**src/cma_pkg.sv**
```systemverilog
// ----------------------------------------------------------------------------
// cma_pkg: shared types and constants of the current moving average block
// Transaction payload types, constant widths and the fixed-point constants
// used for scaling and rounding to amperes.
// ----------------------------------------------------------------------------
`default_nettype none

package cma_pkg;

   // field widths fixed by the interface
   localparam int SAMPLE_W  = 10;
   localparam int GAIN_W    = 16;
   localparam int SCALED_W  = 26;
   localparam int AMPERES_W = 17;
   localparam int USED_W    = 7;

   // configuration port
   localparam int CSR_ADDR_W = 3;
   localparam int CSR_DATA_W = 32;
   localparam logic REG_GAIN = 1'b0;   // register index, taken from paddr[2]

   localparam logic [GAIN_W-1:0] GAIN_RESET = 16'd1000;
   localparam int DEFAULT_WINDOW = 100;

   // operation codes
   localparam logic OP_SAMPLE = 1'b0;
   localparam logic OP_CLEAR  = 1'b1;

   // rounding to amperes: (x + 500) / 1000 as (x + 500) * RECIP >> RECIP_SHIFT,
   // exact for any 26-bit x since 1000 * RECIP - 2^36 = 264 < 2^10
   localparam logic [SCALED_W-1:0] ROUND_HALF = 26'd500;
   localparam int RECIP_SHIFT = 36;
   localparam int RECIP_W     = 27;
   localparam logic [RECIP_W-1:0] RECIP = 27'd68719477;
   localparam int PROD_W = SCALED_W + RECIP_W;

   typedef struct packed {
      logic                opcode;
      logic [SAMPLE_W-1:0] sample;
   } req_type;

   typedef struct packed {
      logic [SCALED_W-1:0]  scaled_average;
      logic [AMPERES_W-1:0] amperes;
      logic [USED_W-1:0]    samples_used;
   } rsp_type;

endpackage

`default_nettype wire

```
**src/current_moving_average.sv**
```systemverilog
// ----------------------------------------------------------------------------
// current_moving_average: moving average of current-sensor samples
// Growing-window average over the last WINDOW samples, scaled by a gain and
// rounded to amperes.
// ----------------------------------------------------------------------------
// One sample transaction is handled at a time. From acceptance to the result
// being offered it updates the running sum and the sample memory, loads the
// divider, divides in the restoring divider (sum / fill count) with one step
// per bit of the running sum, then does the gain multiply, the rounding to
// amperes and the output register. A clear transaction gives no result. A new
// transaction is accepted while the previous result still waits in the output
// register. The sample memory is not initialised; an entry is only read for
// subtraction once written. Register 0 (byte address 0) holds the 16-bit gain,
// reset 1000.
`default_nettype none

module current_moving_average #(
   parameter int WINDOW = cma_pkg::DEFAULT_WINDOW
) (
   input  wire                                  clock,
   input  wire                                  reset,
   // sample transactions
   input  wire                                  req_valid,
   output logic                                 req_ready,
   input  wire  cma_pkg::req_type               req_data,
   // results
   output logic                                 rsp_valid,
   input  wire                                  rsp_ready,
   output cma_pkg::rsp_type                     rsp_data,
   // register port
   input  wire                                  csr_psel,
   input  wire                                  csr_penable,
   input  wire                                  csr_pwrite,
   input  wire  [cma_pkg::CSR_ADDR_W-1:0]       csr_paddr,
   input  wire  [cma_pkg::CSR_DATA_W-1:0]       csr_pwdata,
   output logic [cma_pkg::CSR_DATA_W-1:0]       csr_prdata,
   output logic                                 csr_pready
);

   localparam int IDX_W = (WINDOW > 1) ? $clog2(WINDOW) : 1;
   localparam int CNT_W = $clog2(WINDOW + 1);
   localparam int SUM_W = cma_pkg::SAMPLE_W + CNT_W;

   localparam logic [2:0] S_IDLE = 3'd0;
   localparam logic [2:0] S_UPD  = 3'd1;
   localparam logic [2:0] S_DIV  = 3'd2;
   localparam logic [2:0] S_RND  = 3'd3;
   localparam logic [2:0] S_OUT  = 3'd4;

   logic [2:0]                     state_ff, state_in;
   logic [cma_pkg::GAIN_W-1:0]     gain_ff, gain_in;
   logic [SUM_W-1:0]               sum_ff, sum_in;
   logic [IDX_W-1:0]               pos_ff, pos_in;
   logic [CNT_W-1:0]               fill_ff, fill_in;
   logic [cma_pkg::SAMPLE_W-1:0]   smp_ff, smp_in;
   logic                           start_ff, start_in;
   logic [cma_pkg::SCALED_W-1:0]   scaled_ff, scaled_in;
   logic [cma_pkg::PROD_W-1:0]     prod_ff, prod_in;
   logic                           rsp_valid_ff, rsp_valid_in;
   cma_pkg::rsp_type               rsp_data_ff, rsp_data_in;
   logic [cma_pkg::SAMPLE_W-1:0]   rd_data_ff;
   logic [cma_pkg::SAMPLE_W-1:0]   store_mem [WINDOW];

   logic                           req_fire;
   logic                           csr_write;
   logic                           store_wr;
   logic                           store_full;
   logic                           out_free;
   logic                           div_done;
   logic [SUM_W-1:0]               div_quo;
   logic [cma_pkg::SCALED_W-1:0]   rnd_sum;

   // register port
   assign csr_pready = 1'b1;
   assign csr_write  = csr_psel && csr_penable && csr_pwrite;

   always_comb begin
      gain_in = gain_ff;
      if (csr_write && csr_paddr[2] == cma_pkg::REG_GAIN) begin
         gain_in = csr_pwdata[cma_pkg::GAIN_W-1:0];
      end
   end

   always_comb begin
      csr_prdata = '0;
      if (csr_paddr[2] == cma_pkg::REG_GAIN) begin
         csr_prdata = cma_pkg::CSR_DATA_W'(gain_ff);
      end
   end

   // sample memory: registered read at the write position, written on update
   assign store_wr = (state_ff == S_UPD);

   always_ff @(posedge clock) begin
      if (store_wr) begin
         store_mem[pos_ff] <= smp_ff;
      end
      rd_data_ff <= store_mem[pos_ff];
   end

   // divider: running sum over fill count
   cma_div #(
      .DIVIDEND_W (SUM_W),
      .DIVISOR_W  (CNT_W)
   ) u_div (
      .clock    (clock),
      .reset    (reset),
      .start    (start_ff),
      .dividend (sum_ff),
      .divisor  (fill_ff),
      .done     (div_done),
      .quotient (div_quo)
   );

   assign req_ready  = (state_ff == S_IDLE);
   assign req_fire   = req_valid && req_ready;
   assign store_full = (fill_ff == CNT_W'(WINDOW));
   assign out_free   = !rsp_valid_ff || rsp_ready;
   assign rnd_sum    = scaled_ff + cma_pkg::ROUND_HALF;

   // sequencer
   always_comb begin
      state_in     = state_ff;
      sum_in       = sum_ff;
      pos_in       = pos_ff;
      fill_in      = fill_ff;
      smp_in       = smp_ff;
      start_in     = 1'b0;
      scaled_in    = scaled_ff;
      prod_in      = prod_ff;
      rsp_valid_in = rsp_valid_ff && !rsp_ready;
      rsp_data_in  = rsp_data_ff;
      case (state_ff)
         S_IDLE: begin
            if (req_fire) begin
               if (req_data.opcode == cma_pkg::OP_CLEAR) begin
                  sum_in  = '0;
                  pos_in  = '0;
                  fill_in = '0;
               end else begin
                  smp_in   = req_data.sample;
                  state_in = S_UPD;
               end
            end
         end
         S_UPD: begin
            // drop the oldest sample once the window is full
            sum_in = sum_ff - (store_full ? SUM_W'(rd_data_ff) : '0) + SUM_W'(smp_ff);
            if (pos_ff == IDX_W'(WINDOW - 1)) begin
               pos_in = '0;
            end else begin
               pos_in = pos_ff + IDX_W'(1);
            end
            if (!store_full) begin
               fill_in = fill_ff + CNT_W'(1);
            end
            start_in = 1'b1;
            state_in = S_DIV;
         end
         S_DIV: begin
            if (div_done) begin
               scaled_in = cma_pkg::SCALED_W'(div_quo[cma_pkg::SAMPLE_W-1:0])
                         * cma_pkg::SCALED_W'(gain_ff);
               state_in  = S_RND;
            end
         end
         S_RND: begin
            prod_in  = cma_pkg::PROD_W'(rnd_sum) * cma_pkg::PROD_W'(cma_pkg::RECIP);
            state_in = S_OUT;
         end
         S_OUT: begin
            if (out_free) begin
               rsp_valid_in                = 1'b1;
               rsp_data_in.scaled_average  = scaled_ff;
               rsp_data_in.amperes         = prod_ff[cma_pkg::PROD_W-1:cma_pkg::RECIP_SHIFT];
               rsp_data_in.samples_used    = cma_pkg::USED_W'(fill_ff);
               state_in                    = S_IDLE;
            end
         end
         default: begin
            state_in = S_IDLE;
         end
      endcase
   end

   always_ff @(posedge clock) begin
      if (reset) begin
         state_ff     <= S_IDLE;
         gain_ff      <= cma_pkg::GAIN_RESET;
         sum_ff       <= '0;
         pos_ff       <= '0;
         fill_ff      <= '0;
         start_ff     <= 1'b0;
         rsp_valid_ff <= 1'b0;
      end else begin
         state_ff     <= state_in;
         gain_ff      <= gain_in;
         sum_ff       <= sum_in;
         pos_ff       <= pos_in;
         fill_ff      <= fill_in;
         start_ff     <= start_in;
         rsp_valid_ff <= rsp_valid_in;
      end
      smp_ff      <= smp_in;
      scaled_ff   <= scaled_in;
      prod_ff     <= prod_in;
      rsp_data_ff <= rsp_data_in;
   end

   assign rsp_valid = rsp_valid_ff;
   assign rsp_data  = rsp_data_ff;

   // checks
   a_div_done_in_div: assert property (@(posedge clock) disable iff (reset)
      div_done |-> state_ff == S_DIV)
      else $error("divider finished outside the divide state");

   a_fill_bounded: assert property (@(posedge clock) disable iff (reset)
      fill_ff <= CNT_W'(WINDOW))
      else $error("fill count above window");

   a_clear_restarts: assert property (@(posedge clock) disable iff (reset)
      req_fire && req_data.opcode == cma_pkg::OP_CLEAR
      |=> fill_ff == '0 && sum_ff == '0 && pos_ff == '0)
      else $error("clear did not restart the averaging");

   a_sum_bounded: assert property (@(posedge clock) disable iff (reset)
      state_ff == S_DIV |-> (fill_ff != '0) && (sum_ff <= SUM_W'(fill_ff) * SUM_W'(1023)))
      else $error("running sum out of range for fill count");

endmodule

`default_nettype wire

```
**src/cma_div.sv**
```systemverilog
// ----------------------------------------------------------------------------
// cma_div: restoring divider, one quotient bit per cycle
// Divides the running sum by the fill count. Start loads the operands, done
// pulses for one cycle once the quotient is ready.
// ----------------------------------------------------------------------------
`default_nettype none

module cma_div #(
   parameter int DIVIDEND_W = 17,
   parameter int DIVISOR_W  = 7
) (
   input  wire                    clock,
   input  wire                    reset,
   input  wire                    start,
   input  wire  [DIVIDEND_W-1:0]  dividend,
   input  wire  [DIVISOR_W-1:0]   divisor,
   output logic                   done,
   output logic [DIVIDEND_W-1:0]  quotient
);

   localparam int CNT_W = $clog2(DIVIDEND_W + 1);

   logic                  busy_ff, busy_in;
   logic                  done_ff, done_in;
   logic [CNT_W-1:0]      cnt_ff, cnt_in;
   logic [DIVIDEND_W-1:0] quo_ff, quo_in;
   logic [DIVISOR_W-1:0]  rem_ff, rem_in;
   logic [DIVISOR_W-1:0]  dvs_ff, dvs_in;
   logic [DIVISOR_W:0]    trial;
   logic [DIVISOR_W:0]    diff;
   logic                  bit_ok;

   // one shift-subtract step
   assign trial  = {rem_ff, quo_ff[DIVIDEND_W-1]};
   assign diff   = trial - {1'b0, dvs_ff};
   assign bit_ok = (trial >= {1'b0, dvs_ff});

   always_comb begin
      busy_in = busy_ff;
      done_in = 1'b0;
      cnt_in  = cnt_ff;
      quo_in  = quo_ff;
      rem_in  = rem_ff;
      dvs_in  = dvs_ff;
      if (start) begin
         busy_in = 1'b1;
         cnt_in  = CNT_W'(DIVIDEND_W);
         quo_in  = dividend;
         rem_in  = '0;
         dvs_in  = divisor;
      end else if (busy_ff) begin
         rem_in = bit_ok ? diff[DIVISOR_W-1:0] : trial[DIVISOR_W-1:0];
         quo_in = {quo_ff[DIVIDEND_W-2:0], bit_ok};
         cnt_in = cnt_ff - CNT_W'(1);
         if (cnt_ff == CNT_W'(1)) begin
            busy_in = 1'b0;
            done_in = 1'b1;
         end
      end
   end

   always_ff @(posedge clock) begin
      if (reset) begin
         busy_ff <= 1'b0;
         done_ff <= 1'b0;
         cnt_ff  <= '0;
      end else begin
         busy_ff <= busy_in;
         done_ff <= done_in;
         cnt_ff  <= cnt_in;
      end
      quo_ff <= quo_in;
      rem_ff <= rem_in;
      dvs_ff <= dvs_in;
   end

   assign done     = done_ff;
   assign quotient = quo_ff;

endmodule

`default_nettype wire

```
**config.mk**
```make
export PLATFORM = sky130hd
export DESIGN_NAME = current_moving_average
export DESIGN_NICKNAME = d
export VERILOG_FILES = /design/src/cma_pkg.sv /design/src/current_moving_average.sv /design/src/cma_div.sv
export SDC_FILE = /design/constraint.sdc
export NUM_CORES = 2
export LEC_CHECK = 0
export ABC_AREA = 1
export BUFFER_PORTS_ARGS = -buffer_cell sky130_fd_sc_hd__buf_2
export CORE_MARGIN = 1
export CORE_UTILIZATION = 50
export CTS_CLUSTER_DIAMETER = 150
export DETAILED_ROUTE_END_ITERATION = 16
export PLACE_DENSITY = 0.79
export SYNTH_ARGS = -nofsm -noshare
export SYNTH_HDL_FRONTEND = slang
export SYNTH_HIERARCHICAL = 1
export SYNTH_SLANG_ARGS = --single-unit
```
**constraint.sdc**
```tcl
create_clock -name clock -period 7.1 [get_ports clock]
set_clock_uncertainty 0.2 [all_clocks]
set_input_delay 0.355 -clock clock [delete_from_list [all_inputs] [get_ports clock]]
set_output_delay 0.355 -clock clock [all_outputs]
set_load 0.005 [all_outputs]
```
[Word-level counts from Yosys, hierarchy flattened]
Memory sizes are Yosys's and may differ from the RTL's. A register that Yosys moved wholly into a read port is not among the register bits.
Cells that the tools add are included.
Storage, ports and cells
  logic and storage cells: 95
  output and inout port bits: 85
  input port bits: 53
  memory bits (writable): 1000
  memories kept: 1
  flip-flop bits (word level): 229
Memories
  store_mem: words 100, width 10, rd ports 1, clocked after memory_dff 1, write ports 1, line current_moving_average.sv:62  | logic [cma_pkg::SAMPLE_W-1:0] store_mem [WINDOW];
Cells by class
  multipliers: 2
  bitwise logic cells: 3
  reductions and logical operators: 19
  add/subtract/negate cells: 7
  equal/unequal tests: 13
  magnitude comparators: 1
  muxes and demuxes: 29
Operators by type and width (count)
  $mux W17: 4
  $mul A26 B27 Y53 const B: 1
  $mux W7: 5
  $pmux W17 S2: 1
  $pmux W7 S2: 2
  $add A26 B9 Y26 const B: 1
  $mul A10 B16 Y26: 1
  $add A17 B10 Y17: 1
  $sub A17 B10 Y17: 1
  $mux W16: 1
  $pmux W3 S5: 1
  $add A7 B1 Y7 const B: 2
  $eq A7 B7 Y1 const B: 2
  $mux W3: 4
  $mux W10: 1
  $mux W5: 2
  $ge A8 B7 Y1: 1
  $mux W1: 8
  $reduce_and A4 Y1: 2
  $sub A7 B7 Y7: 1
  $eq A3 B2 Y1 const B: 2
  $ne A2 B1 Y1 const B: 3
  $ne A2 B2 Y1 const B: 3
  $reduce_and A3 Y1: 2
  13 further kinds: 22

[Logic depth before layout (Yosys ltp)]
  depth in word-level cells: 5
  gate-level depth with buffers: 38
  gate-level depth less buffers: 37

[By module]
The synthesis kept the hierarchy.
By module, submodules not included
  current_moving_average: area an instance 65963.3 µm², times used 1, cells an instance 6913, seq. area each 34363.0 µm²
  cma_div: area an instance 1998.2 µm², times used 1, cells an instance 237, seq. area each 1001.0 µm²

[Worst setup path after synthesis]
OpenSTA, ideal clock, no wires.
  kind: flip-flop to flip-flop
  start point: reg scaled_ff[3] (netlist bit)
  end point: reg prod_ff[52] (netlist bit), data pin
  path buffers: 0
  clock period less this slack: 6872 ps
  arrival: 6416 ps
  path slack: 228 ps
  library setup time: 257 ps
  cell stages (with the launch flop): 34
  required time: 6643 ps
  cells stage by stage: edfxtp_1 -> ha_1 -> inv_1 -> nand3_1 -> nand2_1 -> nor2_1 -> nand2_1 -> nor2_1 -> nor2_1 -> a21oi_1 -> inv_1 -> fa_1 -> fa_1 -> inv_1 -> fa_1 -> inv_1 -> fa_1 -> inv_1 -> fa_1 -> fa_1 -> inv_1 -> fa_1 -> inv_1 -> ha_1 -> a21oi_1 -> o21ai_0 -> nand2_1 -> nand3_1 -> nand2_1 -> inv_1 -> nor2_1 -> nand2_1 -> nand2_1 -> nand2_1
On the way
  longest elaborated chain between the ends: 2
Ends and longest elaborated chain
  start, declared: line current_moving_average.sv:57  | logic [cma_pkg::SCALED_W-1:0] scaled_ff, scaled_in;
  start signal, assigned: line current_moving_average.sv:205  | scaled_ff <= scaled_in;
  $add A26 B9 Y26: line current_moving_average.sv:119  | assign rnd_sum = scaled_ff + cma_pkg::ROUND_HALF;
  $mul A26 B27 Y53: line current_moving_average.sv:168  | prod_in = cma_pkg::PROD_W'(rnd_sum) * cma_pkg::PROD_W'(cma_pkg::RECIP);
  end signal, assigned: line current_moving_average.sv:206  | prod_ff <= prod_in;
  end, declared: line current_moving_average.sv:58  | logic [cma_pkg::PROD_W-1:0] prod_ff, prod_in;
Every way passes these cells.
A chain may end at the register's enable or synchronous reset.

[Worst setup path in the final report]
  start point: reg scaled_ff[13] (netlist bit)
  end point: reg prod_ff[36] (netlist bit), data pin
Same word-level chain as after synthesis.

==> flow_metrics.py <==
metrics = {
    "power": {
        "power.leakage_uw": 0.0337,
        "p_per_area_nw_per_um2": 252,
        "irDropWorstVdd_mv": 0.290,
        "power_uw": 19000,
    },
    "final_layout": {
        "drive_gt1_frac": 0.0766,
        "final_nets": 8062,
        "insertedDiodeCount": 0,
        "fill_cells": 11100,
        "synthToLayoutAreaGrowth_pct": 10.6,
    },
    "outcome": {
        "status": "finished, final reports clean",
    },
    "critical_path": {
        "arrival_ns": 7.19,
        "crit_path_end_kind": "flip-flop",
        "path_class": "flip-flop to flip-flop",
        "rr_worst_depth": 28,
        "cp_max_fo": 5,
        "cpMaxStageDelayCell": "fa_2",
        "start_kind": "flip-flop",
        "cp.required_ns": 7.38,
        "regToRegSetupSlack_ns": 0.19,
        "max_stage_delay_ns": 0.54,
        "crit_path_frequent_cell": "inv_1",
    },
    "clocking": {
        "clk_pin_slew_ns": 0.07,
        "cts_root_buf": "clkbuf_16",
        "clock_path_buffers": 3,
        "worstSkewPairLatency_ns": 0.77,
        "cts.htree.levels": 3,
        "cts.sinks": 1203,
        "tritoncts": "yes",
        "cts_made_buffers": 115,
    },
    "floorplanning": {
        "initial_core_util": 0.507,
        "pin_count": 138,
        "dieArea_um2": 137000,
        "core_area_um2": 134000,
        "rows": 134,
        "die_x_um": 371,
        "die_y_um": 371,
    },
    "synth": {
        "synth_largest_area_cell": "edfxtp_1",
        "yosys-top-cells-count": "2999 x nand2_1, 1127 x edfxtp_1, 868 x inv_1",
        "synth.area.top_cells": "edfxtp_1 50%, nand2_1 17%, fa_1 9.7%",
        "avgSynthCellArea_um2": 9.51,
        "synth_seq_cells": 1203,
        "postSynthCellCount": 7150,
        "synth_enable_flop_cells": 1127,
        "synthAdderAreaFrac": 0.163,
        "yosysSeqAreaShare": 0.520,
        "synthArstFlopShare": 0,
        "synthXorXnorAreaFrac": 0.00580,
        "synth_top_area_share": 0.498,
        "yosysMostFrequentCell": "nand2_1",
        "ys_types": 59,
        "muxShareOfSynthArea": 0,
        "synth_top_family_by_area": "simple AND/OR/NAND/NOR gates",
        "synthFlopType": "edfxtp_1",
        "yosys.area_share.simple": 0.209,
        "synth_compound_area_frac": 0.0340,
        "synth_area_um2": 68000,
        "yosysWarnings": 6,
    },
    "drt": {
        "drc": 0,
        "vias_per_cell": 5.43,
        "wl_mm": 179,
        "wl_per_cell_um": 19.4,
        "postRouteAntennaNets": 0,
        "drt-initial-drc-count": 5220,
        "via_count": 49800,
        "first_pass_iters": 6,
    },
    "grt": {
        "grt_pass1_wl_mm": 274,
        "antenna_found_initial": 4,
        "grt_max_degree": 194,
        "grt-ovfl-total": 0,
        "grt_pass1_vias": 49300,
        "grt.total_usage": 0.259,
    },
    "placed_design": {
        "port_buffers": 102,
        "gp_congestion": 0.945,
        "hpwl_mm": 118,
    },
    "min_path": {
        "holdPathStages": 3,
        "hold_class": "input pin to flip-flop",
    },
    "timing": {
        "max_slew_margin": 0.164,
        "timing.fmax_mhz": 145,
        "slew_viol_final": 0,
        "period_minus_slack_ns": 6.91,
        "setup-tns-final_ns": 0,
        "tightest_slew_ns": 1.25,
        "setup_viol": 0,
        "post-route-period-util": 0.973,
        "hold_viol": 0,
        "rsz0062_at_grt": "yes",
    },
    "job": {
        "drv_cap": 0,
    },
}
==> report_power, final <==
| group | total (uW) | switching, uW | internal, uW |
|---|---|---|---|
| combinational | 4880 | 3320 | 1560 |
| clock | 5980 | 2750 | 3230 |
| sequential | 8100 | 127 | 7970 |
| total | 19000 | 6200 | 12800 |
==> final timing paths <==
path | start | endpoint
worst min-delay path | csr_penable | gain_ff[5]
worst max-delay path | scaled_ff[13] | prod_ff[36]
worst max register to register | scaled_ff[13] | prod_ff[36]
worst min register to register | prod_ff[38] | rsp_data[9]
==> stage by stage <==
step                utilization  worst slack [ns]  cells  hold WS (ns)  instance area, um2
CTS                       0.557            0.0148   9175        0.0151               74700
global route              0.560           -0.0841   9187        0.0975               75200
detailed placement        0.527            -0.113   8928         0.205               70800
finish                    0.560             0.191   9187        0.0664               75200
global placement          0.527            0.0562   8928         0.204               70800
floorplan                     -             0.228   7165         0.200               68000
==> flip-flops by register name, indices dropped and copies added, names as in the netlist <==
name and count:
u_div/dvs_ff 7, u_div/done 1, pos_ff 7, start_ff 1, gain_ff 16, state_ff 3
u_div/rem_ff 7, store_mem 1000, sum_ff 17, rd_data_ff 10, fill_ff 7, u_div/busy_ff 1
smp_ff 10, scaled_ff 26, rsp_data 50, u_div/cnt_ff 5, prod_ff 17, rsp_valid 1
u_div/quotient 17
==> worst max-delay path: cells and delay by family (launching register included) <==
family,cells,cell delay (ns)
simple gates,11,1.38
buf+inv,8,0.68
fa+ha+maj,8,3.70
flops,1,0.44
xor+xnor,1,0.24
==> layer usage <==
layer | vias up | GRT usage | part of all wire
li1 | 23100 | - | -
met1 | 23700 | 0.337 | 0.39
met2 | 2560 | 0.421 | 0.47
met3 | 519 | 0.0448 | 0.093
met4 | 2 | 0.123 | 0.049
met5 | - | 0 | 0.000073
==> layout make-up <==
class	instances	area (um2)	area share
sequential	1203	35400	0.471
multi-input combinational	4815	28500	0.379
inverter	887	3340	0.0445
clock buffer	154	3050	0.0406
tap	1768	2210	0.0294
timing repair buffer	298	2130	0.0283
clock inverter	62	563	0.00749
==> cells by family (layout without fill, tap and decap cells) <==
kind of cell,count (synthesis),count (layout)
buffers and inverters,1147,1401
flip-flops,1203,1203
AO/OA/AOI/OAI,427,427
AND/OR/NAND/NOR,3637,3637
adder cells (fa/ha/maj),689,689
other,2,17
XOR/XNOR,45,45
==> cell usage in the layout, fill, tap and decap left out, types with 10 or more instances in the layout <==
master / n
xnor2_1: 10
nand3_1: 116
o21bai_1: 11
clkbuf_1: 36
nand4_1: 50
conb_1: 17
nand2_2: 14
clkinv_1: 23
inv_1: 864
buf_4: 158
nor3_1: 32
xor2_1: 30
ha_1: 348
fa_1: 325
a21oi_1: 217
nor2_2: 28
buf_2: 102
dlygate4sd3_1: 31
clkinv_2: 21
o21ai_1: 10
inv_2: 19
edfxtp_1: 1127
clkbuf_16: 115
dfxtp_1: 73
o21ai_0: 129
nor2_1: 352
nand2_1: 2989
==> what timing repair did <==
item                       CTS  global route
gates resized for setup      3            89
pin swaps                    0            16
buffers inserted             0            12
gates cloned                 0             0
hold endpoints to repair    66             0
hold buffers                31             0
setup endpoints to repair    5            17
(Power assumes the default switching activity.)
